==> config.mk <==
export PLATFORM = sky130hd
export DESIGN_NAME = code_length_run_length_encoder
export DESIGN_NICKNAME = d
export VERILOG_FILES = /design/src/hw/rtl/clrle_pkg.sv /design/src/hw/rtl/clrle_front.sv /design/src/hw/rtl/clrle_cmd_fifo.sv /design/src/hw/rtl/clrle_back.sv /design/src/hw/rtl/code_length_run_length_encoder.sv
export SDC_FILE = /design/constraint.sdc
export NUM_CORES = 1
export LEC_CHECK = 0
export BUFFER_PORTS_ARGS = -buffer_cell sky130_fd_sc_hd__buf_2
export CAP_MARGIN = 0
export CORE_MARGIN = 5
export CORE_UTILIZATION = 60
export CTS_CLUSTER_SIZE = 40
export DETAILED_ROUTE_END_ITERATION = 10
export HOLD_SLACK_MARGIN = 0.1
export PLACE_DENSITY = 0.77
export SLEW_MARGIN = 10
export SYNTH_ARGS = -nofsm -noshare
export SYNTH_HDL_FRONTEND = slang
export SYNTH_SLANG_ARGS = --single-unit
==> constraint.sdc <==
create_clock -name clk_i -period 13 [get_ports clk_i]
set_input_delay 1.95 -clock clk_i [delete_from_list [all_inputs] [get_ports clk_i]]
set_output_delay 1.95 -clock clk_i [all_outputs]
set_load 0.1 [all_outputs]
==> src/hw/rtl/clrle_pkg.sv <==
// Package with the shared types, constants and run flush function of the code-length RLE.
package clrle_pkg;

  localparam int CMD_DEPTH      = 4;
  localparam int ZERO_RUN_MAX   = 138;
  localparam int ZERO_LONG_MIN  = 11;
  localparam int RUN_SHORT_MIN  = 3;
  localparam int REPEAT_MAX     = 6;
  localparam int SYM_REPEAT     = 16;
  localparam int SYM_ZERO_SHORT = 17;
  localparam int SYM_ZERO_LONG  = 18;
  localparam int EBITS_REPEAT   = 2;
  localparam int EBITS_ZERO_SH  = 3;
  localparam int EBITS_ZERO_LG  = 7;

  typedef struct packed {
    logic [4:0] sym;
    logic [2:0] ebits;
    logic [6:0] eval;
  } entry_t;

  typedef struct packed {
    entry_t [2:0] slot;
    logic   [1:0] n;
    logic         fin;
  } cmd_t;

  typedef struct packed {
    entry_t     ent;
    logic [1:0] copies;
  } flush_t;

  function automatic flush_t flush_fn(input logic [3:0] value, input logic [7:0] count,
                                      input logic active);
    flush_t     res;
    logic [7:0] diff;
    res = '0;
    diff = '0;
    if (value == 4'd0) begin
      if (count >= 8'(ZERO_LONG_MIN)) begin
        diff = count - 8'(ZERO_LONG_MIN);
        res.ent = '{sym: 5'(SYM_ZERO_LONG), ebits: 3'(EBITS_ZERO_LG), eval: diff[6:0]};
        res.copies = 2'd1;
      end else if (count >= 8'(RUN_SHORT_MIN)) begin
        diff = count - 8'(RUN_SHORT_MIN);
        res.ent = '{sym: 5'(SYM_ZERO_SHORT), ebits: 3'(EBITS_ZERO_SH), eval: diff[6:0]};
        res.copies = 2'd1;
      end else begin
        res.ent = '0;
        res.copies = count[1:0];
      end
    end else begin
      if (count >= 8'(RUN_SHORT_MIN)) begin
        diff = count - 8'(RUN_SHORT_MIN);
        res.ent = '{sym: 5'(SYM_REPEAT), ebits: 3'(EBITS_REPEAT), eval: diff[6:0]};
        res.copies = 2'd1;
      end else begin
        res.ent = '{sym: {1'b0, value}, ebits: 3'd0, eval: 7'd0};
        res.copies = count[1:0];
      end
    end
    if (!active) begin
      res.copies = 2'd0;
    end
    return res;
  endfunction

endpackage

==> src/hw/rtl/clrle_front.sv <==
// Front end: tracks the pending run and turns each code length into a command of up to three symbols.
module clrle_front (
  input  logic                clk_i,
  input  logic                rst_ni,
  input  logic                accept_i,
  input  logic [3:0]          code_length_i,
  input  logic                final_length_i,
  output logic                cmd_valid_o,
  output clrle_pkg::cmd_t     cmd_o
);

  logic [3:0] run_value_q, run_value_d;
  logic [7:0] run_count_q, run_count_d;
  logic       run_active_q, run_active_d;

  logic                 match;
  logic [7:0]           cnt_inc;
  logic                 hit;
  logic [7:0]           cnt_after;
  clrle_pkg::flush_t    flush_old;
  clrle_pkg::flush_t    flush_fin;
  clrle_pkg::entry_t    hit_ent;
  clrle_pkg::entry_t    lit_ent;
  clrle_pkg::entry_t    cand [5];
  logic [4:0]           cval;
  logic [2:0]           n;

  always_comb begin
    match   = run_active_q && (code_length_i == run_value_q);
    cnt_inc = run_count_q + 8'd1;
    if (code_length_i == 4'd0) begin
      hit     = cnt_inc >= 8'(clrle_pkg::ZERO_RUN_MAX);
      hit_ent = '{sym: 5'(clrle_pkg::SYM_ZERO_LONG), ebits: 3'(clrle_pkg::EBITS_ZERO_LG),
                  eval: 7'h7f};
    end else begin
      hit     = cnt_inc >= 8'(clrle_pkg::REPEAT_MAX);
      hit_ent = '{sym: 5'(clrle_pkg::SYM_REPEAT), ebits: 3'(clrle_pkg::EBITS_REPEAT),
                  eval: 7'd3};
    end
    lit_ent   = '{sym: {1'b0, code_length_i}, ebits: 3'd0, eval: 7'd0};
    flush_old = clrle_pkg::flush_fn(run_value_q, run_count_q, run_active_q);

    if (match) begin
      cnt_after = hit ? 8'd0 : cnt_inc;
    end else if (code_length_i != 4'd0) begin
      cnt_after = 8'd0;
    end else begin
      cnt_after = 8'd1;
    end
    flush_fin = clrle_pkg::flush_fn(code_length_i, cnt_after, final_length_i);

    if (match) begin
      cand[0] = hit_ent;
      cand[1] = hit_ent;
      cval[0] = hit;
      cval[1] = 1'b0;
      cval[2] = 1'b0;
    end else begin
      cand[0] = flush_old.ent;
      cand[1] = flush_old.ent;
      cval[0] = flush_old.copies != 2'd0;
      cval[1] = flush_old.copies == 2'd2;
      cval[2] = code_length_i != 4'd0;
    end
    cand[2] = lit_ent;
    cand[3] = flush_fin.ent;
    cand[4] = flush_fin.ent;
    cval[3] = flush_fin.copies != 2'd0;
    cval[4] = flush_fin.copies == 2'd2;

    cmd_o = '0;
    n     = 3'd0;
    for (int i = 0; i < 5; i++) begin
      if (cval[i] && (n < 3'd3)) begin
        cmd_o.slot[n[1:0]] = cand[i];
        n = n + 3'd1;
      end
    end
    cmd_o.n     = n[1:0];
    cmd_o.fin   = final_length_i;
    cmd_valid_o = accept_i && (n != 3'd0);

    if (final_length_i) begin
      run_value_d  = 4'd0;
      run_count_d  = 8'd0;
      run_active_d = 1'b0;
    end else begin
      run_value_d  = code_length_i;
      run_count_d  = cnt_after;
      run_active_d = 1'b1;
    end
  end

  always_ff @(posedge clk_i or negedge rst_ni) begin
    if (!rst_ni) begin
      run_value_q  <= 4'd0;
      run_count_q  <= 8'd0;
      run_active_q <= 1'b0;
    end else if (accept_i) begin
      run_value_q  <= run_value_d;
      run_count_q  <= run_count_d;
      run_active_q <= run_active_d;
    end
  end

endmodule

==> src/hw/rtl/clrle_cmd_fifo.sv <==
// Short command queue between the front end and the symbol expander.
module clrle_cmd_fifo #(
  parameter int Depth = clrle_pkg::CMD_DEPTH
) (
  input  logic            clk_i,
  input  logic            rst_ni,
  input  logic            push_i,
  input  clrle_pkg::cmd_t wdata_i,
  input  logic            pop_i,
  output clrle_pkg::cmd_t rdata_o,
  output logic            full_o,
  output logic            empty_o
);

  localparam int PtrW = (Depth > 1) ? $clog2(Depth) : 1;
  localparam int CntW = $clog2(Depth + 1);

  clrle_pkg::cmd_t mem_q [Depth];
  logic [PtrW-1:0] wr_ptr_q, wr_ptr_d;
  logic [PtrW-1:0] rd_ptr_q, rd_ptr_d;
  logic [CntW-1:0] cnt_q, cnt_d;

  always_comb begin
    wr_ptr_d = wr_ptr_q;
    rd_ptr_d = rd_ptr_q;
    cnt_d    = cnt_q;
    if (push_i) begin
      wr_ptr_d = (wr_ptr_q == PtrW'(Depth - 1)) ? '0 : wr_ptr_q + 1'b1;
    end
    if (pop_i) begin
      rd_ptr_d = (rd_ptr_q == PtrW'(Depth - 1)) ? '0 : rd_ptr_q + 1'b1;
    end
    if (push_i && !pop_i) begin
      cnt_d = cnt_q + 1'b1;
    end else if (pop_i && !push_i) begin
      cnt_d = cnt_q - 1'b1;
    end
  end

  always_ff @(posedge clk_i or negedge rst_ni) begin
    if (!rst_ni) begin
      wr_ptr_q <= '0;
      rd_ptr_q <= '0;
      cnt_q    <= '0;
    end else begin
      wr_ptr_q <= wr_ptr_d;
      rd_ptr_q <= rd_ptr_d;
      cnt_q    <= cnt_d;
    end
  end

  always_ff @(posedge clk_i) begin
    if (push_i) begin
      mem_q[wr_ptr_q] <= wdata_i;
    end
  end

  assign rdata_o = mem_q[rd_ptr_q];
  assign full_o  = cnt_q == CntW'(Depth);
  assign empty_o = cnt_q == '0;

endmodule

==> src/hw/rtl/clrle_back.sv <==
// Back end: expands queued commands into single symbols held in the output register.
module clrle_back (
  input  logic              clk_i,
  input  logic              rst_ni,
  input  logic              cmd_valid_i,
  input  clrle_pkg::cmd_t   cmd_i,
  output logic              cmd_pop_o,
  input  logic              pop_i,
  output logic              out_valid_o,
  output clrle_pkg::entry_t out_ent_o,
  output logic              out_last_o,
  output logic              out_end_o
);

  logic [1:0]        idx_q, idx_d;
  logic              valid_q, valid_d;
  clrle_pkg::entry_t ent_q;
  logic              last_q;
  logic              end_q;
  logic              load;
  logic              is_last;

  always_comb begin
    load      = cmd_valid_i && (!valid_q || pop_i);
    is_last   = idx_q == (cmd_i.n - 2'd1);
    cmd_pop_o = load && is_last;
    idx_d     = idx_q;
    valid_d   = valid_q;
    if (load) begin
      idx_d   = is_last ? 2'd0 : idx_q + 2'd1;
      valid_d = 1'b1;
    end else if (pop_i) begin
      valid_d = 1'b0;
    end
  end

  always_ff @(posedge clk_i or negedge rst_ni) begin
    if (!rst_ni) begin
      idx_q   <= 2'd0;
      valid_q <= 1'b0;
    end else begin
      idx_q   <= idx_d;
      valid_q <= valid_d;
    end
  end

  always_ff @(posedge clk_i) begin
    if (load) begin
      ent_q  <= cmd_i.slot[idx_q];
      last_q <= is_last;
      end_q  <= is_last && cmd_i.fin;
    end
  end

  assign out_valid_o = valid_q;
  assign out_ent_o   = ent_q;
  assign out_last_o  = last_q;
  assign out_end_o   = end_q;

endmodule

==> src/hw/rtl/code_length_run_length_encoder.sv <==
// Top level of the deflate code-length run-length encoder.
// Usage: code lengths of the combined literal/length and distance sequence enter
// through a queue-like port; a length is taken at a rising edge with push high and
// full low, and final_length_i marks the last length of a sequence.
// Symbols of the code-length alphabet leave through a second queue-like port: the
// oldest symbol and its extra bits are on the outputs while empty is low, and it is
// taken at a rising edge with pop high and empty low.
// One length is taken every cycle while the command queue has room. A length that
// yields symbols places one command of up to three symbols in the queue at the edge
// that takes it; the expander drains one symbol a cycle while its output register is
// free or being popped. Lengths that only extend a run produce no symbol.
// When the receiver stalls, the output register holds its symbol, the queue of
// CMD_DEPTH commands fills and full rises; nothing is dropped.
// Reset clears the run state, empties the queue and the output register; no run is pending.
module code_length_run_length_encoder #(
  parameter int CMD_DEPTH = clrle_pkg::CMD_DEPTH
) (
  input  logic       clk_i,
  input  logic       rst_ni,
  input  logic       push,
  output logic       full,
  input  logic [3:0] code_length_i,
  input  logic       final_length_i,
  output logic       empty,
  input  logic       pop,
  output logic [4:0] rle_symbol_o,
  output logic [2:0] extra_bit_count_o,
  output logic [6:0] extra_value_o,
  output logic       last_for_item_o,
  output logic       sequence_end_o
);

  logic              accept;
  logic              cmd_push;
  clrle_pkg::cmd_t   cmd_in;
  clrle_pkg::cmd_t   cmd_head;
  logic              cmd_full;
  logic              cmd_empty;
  logic              cmd_pop;
  logic              out_valid;
  clrle_pkg::entry_t out_ent;

  assign accept = push && !cmd_full;
  assign full   = cmd_full;

  clrle_front u_front (
    .clk_i          (clk_i),
    .rst_ni         (rst_ni),
    .accept_i       (accept),
    .code_length_i  (code_length_i),
    .final_length_i (final_length_i),
    .cmd_valid_o    (cmd_push),
    .cmd_o          (cmd_in)
  );

  clrle_cmd_fifo #(
    .Depth (CMD_DEPTH)
  ) u_fifo (
    .clk_i   (clk_i),
    .rst_ni  (rst_ni),
    .push_i  (cmd_push),
    .wdata_i (cmd_in),
    .pop_i   (cmd_pop),
    .rdata_o (cmd_head),
    .full_o  (cmd_full),
    .empty_o (cmd_empty)
  );

  clrle_back u_back (
    .clk_i       (clk_i),
    .rst_ni      (rst_ni),
    .cmd_valid_i (!cmd_empty),
    .cmd_i       (cmd_head),
    .cmd_pop_o   (cmd_pop),
    .pop_i       (pop),
    .out_valid_o (out_valid),
    .out_ent_o   (out_ent),
    .out_last_o  (last_for_item_o),
    .out_end_o   (sequence_end_o)
  );

  assign empty             = !out_valid;
  assign rle_symbol_o      = out_ent.sym;
  assign extra_bit_count_o = out_ent.ebits;
  assign extra_value_o     = out_ent.eval;

`ifndef SYNTHESIS
  a_push_room : assert property (@(posedge clk_i) disable iff (!rst_ni)
    cmd_push |-> !cmd_full)
    else $error("Command written into a full queue.");

  a_cmd_nonempty : assert property (@(posedge clk_i) disable iff (!rst_ni)
    !cmd_empty |-> (cmd_head.n != 2'd0))
    else $error("Queued command carries no symbol.");

  a_end_is_last : assert property (@(posedge clk_i) disable iff (!rst_ni)
    (!empty && sequence_end_o) |-> last_for_item_o)
    else $error("Sequence end shown on a symbol that is not last for its request.");

  a_pop_head_only : assert property (@(posedge clk_i) disable iff (!rst_ni)
    cmd_pop |-> !cmd_empty)
    else $error("Command queue popped while empty.");
`endif

endmodule

; ---- Word level (Yosys, flattened, before mapping)
; Memory sizes are Yosys's and may differ from the RTL's.
; Cells that the tools add are included.
[totals]
regBits = 40
mem_bits_rw = 192
inputBits = 9
output_inout_bits = 19
n_memories = 1
[memory_table]
columns = name, depth, width, rd, rd_ports_with_merged_regs, write_ports, line
row1 = u_fifo.mem_q, 4, 48, 1, 0, 1, clrle_cmd_fifo.sv:18  ; clrle_pkg::cmd_t mem_q [Depth];
[classes]
add_sub_neg = 15
n_lt_le_gt_ge = 19
eq_ne = 7
mux = 53
n_reduce_logical = 31
[ops]
columns = cell, count
row1 = $bwmux W45, 4
row2 = $mux W45, 4
row3 = $mux W17, 8
row4 = $demux W15 S2, 4
row5 = $mux W15, 6
row6 = $bmux W15 S2, 1
row7 = $mux W30, 1
row8 = $mux W8, 3
row9 = $mux W3, 7
row10 = $ge A8 B2 Y1 const B, 2
row11 = $ge A8 B4 Y1 const B, 2
row12 = $logic_and A1 B1 Y1, 16
row13 = $sub A7 B2 Y7 const B, 2
row14 = $sub A7 B4 Y7 const B, 2
row15 = $add A3 B1 Y3 const B, 4
row16 = $lt A2 B3 Y1 const B, 4
row17 = $mux W12, 1
row18 = $mux W2, 5
row19 = $lt A3 B2 Y1 const B, 3
row20 = $add A8 B1 Y8 const B, 1
row21 = $eq A2 B2 Y1 const B, 4
row22 = $ge A8 B3 Y1 const B, 1
row23 = $ge A8 B8 Y1 const B, 1
row24 = $logic_not A4 Y1, 2
row25 = 19 further kinds, 37

; ---- Logic depth before layout (Yosys ltp)
[depth]
depth_word = 26
depth_mapped = 27

; ---- By module
; From an unflattened synthesis, not the netlist that was laid out.
[hier_totals]
hier_cells = 720
hier_area_um2 = 10831.6
[modules_own_cells]
columns = module, n_inst, cells_per_inst, area_per_inst_um2, seq_area_each_um2
row1 = clrle_cmd_fifo, 1, 288, 7397.1, 5940.7
row2 = clrle_front, 1, 339, 2377.3, 325.3
row3 = clrle_back, 1, 90, 1036.0, 585.6
row4 = code_length_run_length_encoder, 1, 3, 21.3, 0.0

; ---- Worst setup path before layout
; No wires, ideal clock.
[synth_timing]
path_type = input-to-reg
start = in code_length_i[0]
end = mem u_fifo.mem_q[0][0] in the netlist's numbering, enable pin
setup_time_ns = 0.407
arrival_time_ns = 7.208
required_time_ns = 12.593
path_slack_ns = 5.384
stages = 21
n_path_buf = 2
cell_sequence = buf_4 -> xnor2_1 -> nand3_1 -> or2_2 -> buf_2 -> nand3_1 -> nor3_1 -> nor3_1 -> inv_1 -> fa_1 -> o211a_1 -> nand4_1 -> nand2_1 -> mux2i_1 -> ha_1 -> nand4_1 -> nor4_1 -> a31oi_1 -> nand3_1 -> a21oi_4 -> and2_1
[synth_between]
elab_chain_len = 20
word_cells_on_any_way = 39
[synth_rtl]
columns = item, line
row1 = "start, declared", code_length_run_length_encoder.sv:22  ; input logic [3:0] code_length_i,
row2 = $logic_not A4 Y1 / $eq A4 B4 Y1 (equally long branches), "clrle_pkg.sv:39, clrle_front.sv:31, clrle_front.sv:29"
row3 = $mux W1 / $logic_and A1 B1 Y1 (equally long branches), "clrle_front.sv:31, clrle_front.sv:29"
row4 = $mux W3, clrle_front.sv:52  ; if (match) begin
row5 = $mux W1, clrle_front.sv:74  ; if (cval[i] && (n < 3'd3)) begin
row6 = $lt A1 B2 Y1, clrle_front.sv:74
row7 = $logic_and A1 B1 Y1, clrle_front.sv:74
row8 = $mux W3, clrle_front.sv:74
row9 = $lt A3 B2 Y1, clrle_front.sv:74
row10 = [... 5 more ...], -
row11 = $lt A3 B2 Y1, clrle_front.sv:74
row12 = $logic_and A1 B1 Y1, clrle_front.sv:74
row13 = $mux W3 *, clrle_front.sv:74
row14 = $reduce_bool A3 Y1 *, clrle_front.sv:81  ; cmd_valid_o = accept_i && (n != 3'd0);
row15 = $logic_and A1 B1 Y1 *, clrle_front.sv:81
row16 = via cmd_push, code_length_run_length_encoder.sv:34  ; logic cmd_push;
row17 = $mux W1 *, clrle_cmd_fifo.sv:53  ; if (push_i) begin
row18 = $mux W1 (not written as such) *, clrle_cmd_fifo.sv:54  ; mem_q[wr_ptr_q] <= wdata_i;
row19 = "end, declared", clrle_cmd_fifo.sv:18
; Mark *: on every way through the listed nets, which the timed path passes. The rest lies on a longest branch.

; ---- Worst setup path in the final report
[layout_timing]
start = in code_length_i[0]
end = reg u_fifo.cnt_q[2]
[layout_between]
elab_chain_len = 21
word_cells_on_any_way = 42
[layout_rtl]
columns = item, line
row1 = $logic_not A4 Y1 / $eq A4 B4 Y1 (equally long branches), "clrle_pkg.sv:39, clrle_front.sv:31, clrle_front.sv:29"
row2 = $mux W1 / $logic_and A1 B1 Y1 (equally long branches), "clrle_front.sv:31, clrle_front.sv:29"
row3 = $mux W3, clrle_front.sv:52
row4 = $mux W1, clrle_front.sv:74
row5 = $lt A1 B2 Y1, clrle_front.sv:74
row6 = $logic_and A1 B1 Y1, clrle_front.sv:74
row7 = $mux W3, clrle_front.sv:74
row8 = $lt A3 B2 Y1, clrle_front.sv:74
row9 = [... 6 more ...], -
row10 = $logic_and A1 B1 Y1, clrle_front.sv:74
row11 = $mux W3 *, clrle_front.sv:74
row12 = $reduce_bool A3 Y1 *, clrle_front.sv:81
row13 = $logic_and A1 B1 Y1 *, clrle_front.sv:81
row14 = via cmd_push, code_length_run_length_encoder.sv:34
row15 = $logic_not A1 Y1, clrle_cmd_fifo.sv:35  ; end else if (pop_i && !push_i) begin
row16 = $logic_and A1 B1 Y1, clrle_cmd_fifo.sv:35
row17 = $reduce_bool A2 Y1 (no source line), -
row18 = "end signal, assigned", clrle_cmd_fifo.sv:48  ; cnt_q <= cnt_d;
row19 = "end, declared", clrle_cmd_fifo.sv:21  ; logic [CntW-1:0] cnt_q, cnt_d;
; Marked as above.
; A chain may end at the register's enable or synchronous reset.

==> out/summary.txt <==
actual slew at the worst max-slew pin: 1.10 ns
Setup TNS: 0 ns
flops & latches, synth: 219
Peak VDD IR: 0.142 mV
# DRC: 0
full die area: 0.0199 mm²
Comb pwr share: 32.9%
final cell area excluding filler cells: 0.0114 mm²
row count: 48
PD cells: 221 mW/mm²
fmax: 131 MHz
Max H-tree Level: 1
GRT Total Usage: 22.2%
HP Class: flip-flop to flip-flop
clock skew: 0.0183 ns
Max Slew Vio Count: 0
final setup fails: 0
number of global-route vias before repair: 6178
Initial Util: 60.4%
MaxCap Viol Count: 0
sequential share of power: 41.1%
max_slew headroom: 26.7%
Post-Syn Nets: 739
number of enable flip-flop cells after synthesis: 196
Port Buffers: 27
Yosys top cell by area: edfxtp_1
Area contributors post-synth: edfxtp_1 (57%), mux4_2 (9.8%), dfrtp_1 (5.6%)
wire length per cell: 22.4 µm
# diodes: 0
Via density: 6.35
chip height: 141 µm
setup repair bufs after CTS: 0
RSZ-0062 raised after global routing: no
reg-to-reg setup timing slack: 5.82 ns
Synth async-reset ratio: 10.5%
commonest non-fill, non-tap cells in the layout: edfxtp_1 (196), nand2_1 (45), mux4_2 (45), o21ai_0 (43), nor2_1 (37)
CTS tree: done
FILL cells: 1179
Main synth FF type: edfxtp_1
hold-critical path depth: 1
Syn Area/Cell: 14.6 µm²
hold buffer count at CTS: 0
hpwl dp: 13900 µm
GPL Wtd Cong: 0.909
CP Data Arrival Time: 8.04 ns
Worst Setup SP: code_length_i[0]
Clock Sinks: 219
Int Pwr: 1650 µW
startpoint types: input pin
fin crit share: 58.6%
largest net degree at the start of global routing: 49
Mapped Area: 0.0103 mm²
Sw Share: 34.6%
fin nets: 758
Leak Pwr: 0.00399 µW
start of the worst register-to-register path: u_front.run_count_q[0]$_DFFE_PN0P_
commonest non-fill, non-tap cell in the layout: edfxtp_1
Crit Path Class: input pin to flip-flop
sw power: 870 µW
1st-iter DRT viols: 688
sequential area share after synthesis: 62.5%
worst skew pair latency: 0.50 ns
R2R cell count: 25
crit-path max FO: 17
clock tree buffer depth: 3
global-route wire length before repair: 34400 µm
clock power share: 26.1%
terminus of the critical flop-to-flop path: u_fifo.cnt_q[2]$_DFFE_PN0P_
Ys Warns: 0
remaining antenna violation count: 0
CTS Root Buffer Type: clkbuf_16
CTS clk-pin slew, worst paths: 0.06 ns
Boundary Pins: 28
cts bufs inserted: 22
P&R area growth vs syn: 10.2%
Hold Violations, Final: 0
DP Area: 0.0106 mm²
post-synth cell types: 68
WP data required: 13.42 ns
GRT overflow: 0
Cells after Synth: 708
layout cells sized above 1: 19.7%
drt pass-1 iters: 5
DIE WIDTH: 141 µm
drt total wl: 21700 µm
Critical Path End: u_fifo.cnt_q[2]$_DFFE_PN0P_
Core ar.: 0.0171 mm²
initial antenna violation count: 0
vias: 6150
fin crit period: 7.62 ns
Worst setup EP type: flip-flop
Synth top area share: 57.0%
cts repair resizes: 0
status: finished, final reports clean
-- cells by family after synthesis --
| family | Yosys count | synth area share [%] |
|---|---|---|
| AO/OA/AOI/OAI | 120 | 7.85 |
| XOR/XNOR | 19 | 1.68 |
| adder cells (fa/ha/maj) | 22 | 2.81 |
| buffers and inverters | 71 | 3.08 |
| flip-flops | 219 | 62.5 |
| multiplexers | 75 | 12.8 |
| AND/OR/NAND/NOR | 182 | 9.24 |
-- per-stage QoR --
step	setup WS (ns)	total power, µW	std cells	utilization (%)	hold WS, ns
2_1_floorplan	5.38	1700	708	-	0.456
3_3_place_gp	5.23	1850	928	62.0	0.474
3_5_place_dp	4.94	1880	928	62.0	0.480
4_1_cts	5.44	2540	968	66.5	0.506
5_1_grt	4.88	2630	968	66.5	0.536
6_report	5.38	2520	968	66.5	0.501
-- critical path: stages --
cell,delay [ns]
buf_2,0.18
xnor2_1,0.14
nand3_1,0.24
or2_2,0.51
nand3_1,0.13
nor3_1,0.05
nor3_1,0.54
inv_1,0.23
fa_1,0.73
o211a_1,0.27
nand4_1,0.19
nand2_1,0.29
mux2i_1,0.40
ha_1,0.32
nand4_1,0.11
nor4_1,0.06
a31oi_1,0.19
nand3_1,0.15
a21oi_4,0.23
ha_1,0.23
inv_1,0.06
fa_1,0.37
xor2_1,0.15
nor2_1,0.12
xor2_1,0.17
-- power by group through the flow --
stage / clock network (µW) / registers (µW) / logic [µW]
detailed placement: 0 / 1050 / 834
floorplan: 0 / 1210 / 486
global route: 701 / 1050 / 887
global placement: 0 / 1040 / 816
CTS: 668 / 1040 / 839
finish: 656 / 1030 / 827
-- worst min-delay path by stage --
stage | from | end | slack [ns]
final | u_fifo.cnt_q[2]$_DFFE_PN0P_ | u_fifo.cnt_q[2]$_DFFE_PN0P_ | 0.50
after global routing | u_fifo.cnt_q[2]$_DFFE_PN0P_ | u_fifo.cnt_q[2]$_DFFE_PN0P_ | 0.54
after CTS | u_fifo.cnt_q[2]$_DFFE_PN0P_ | u_fifo.cnt_q[2]$_DFFE_PN0P_ | 0.51
after detailed placement | u_fifo.cnt_q[2]$_DFFE_PN0P_ | u_fifo.cnt_q[2]$_DFFE_PN0P_ | 0.48
after global placement | u_fifo.cnt_q[2]$_DFFE_PN0P_ | u_fifo.cnt_q[2]$_DFFE_PN0P_ | 0.47
after floorplan | u_fifo.cnt_q[2]$_DFFE_PN0P_ | u_fifo.cnt_q[2]$_DFFE_PN0P_ | 0.46
-- synthesized netlist by cell type, drive strengths merged (4+ instances only) --
master   number
nand2b        9
and3          8
nor3         12
buf          24
ha           20
o2111ai       5
and2          7
edfxtp      196
a21oi        17
o22ai        15
a21o          4
clkbuf       16
nand3        26
dfrtp        23
nand4         8
o31ai         4
or3           7
o21ai        47
xnor2        13
xor2          6
nand2        45
nor4          8
nor2         37
mux2i        24
mux2          6
mux4         45
inv          31
or4           5
a31oi         7
-- registers in the layout, summed over array words and instances, names as in the netlist --
signal                cells
u_back.out_last_o         1
u_fifo.mem_q            180
u_fifo.cnt_q              3
u_back.idx_q              2
u_back.out_valid_o        1
u_front.run_value_q       4
u_front.run_count_q       8
u_back.out_end_o          1
u_fifo.rd_ptr_q           2
u_fifo.wr_ptr_q           2
u_front.run_active_q      1
u_back.out_ent_o         14
-- area by class of cell --
cell class | count | area [µm²] | area share [%]
Sequential cell | 219 | 6460 | 56.8
Timing Repair Buffer | 35 | 195 | 1.71
Clock buffer | 26 | 587 | 5.15
Multi-Input combinational cell | 418 | 3560 | 31.3
Tap cell | 225 | 282 | 2.47
Inverter | 31 | 116 | 1.02
Clock inverter | 14 | 178 | 1.56
-- metal layers --
metal	wire length, µm	track usage (%)	part of all wire (%)	vias up
met2	10900	36.4	50	239
met3	1440	2.75	6.6	37
li1	-	-	-	2789
met5	0	0	0	-
met1	8940	32.4	41	3085
met4	401	5.46	1.8	0
Power figures use the tool's default switching activity.
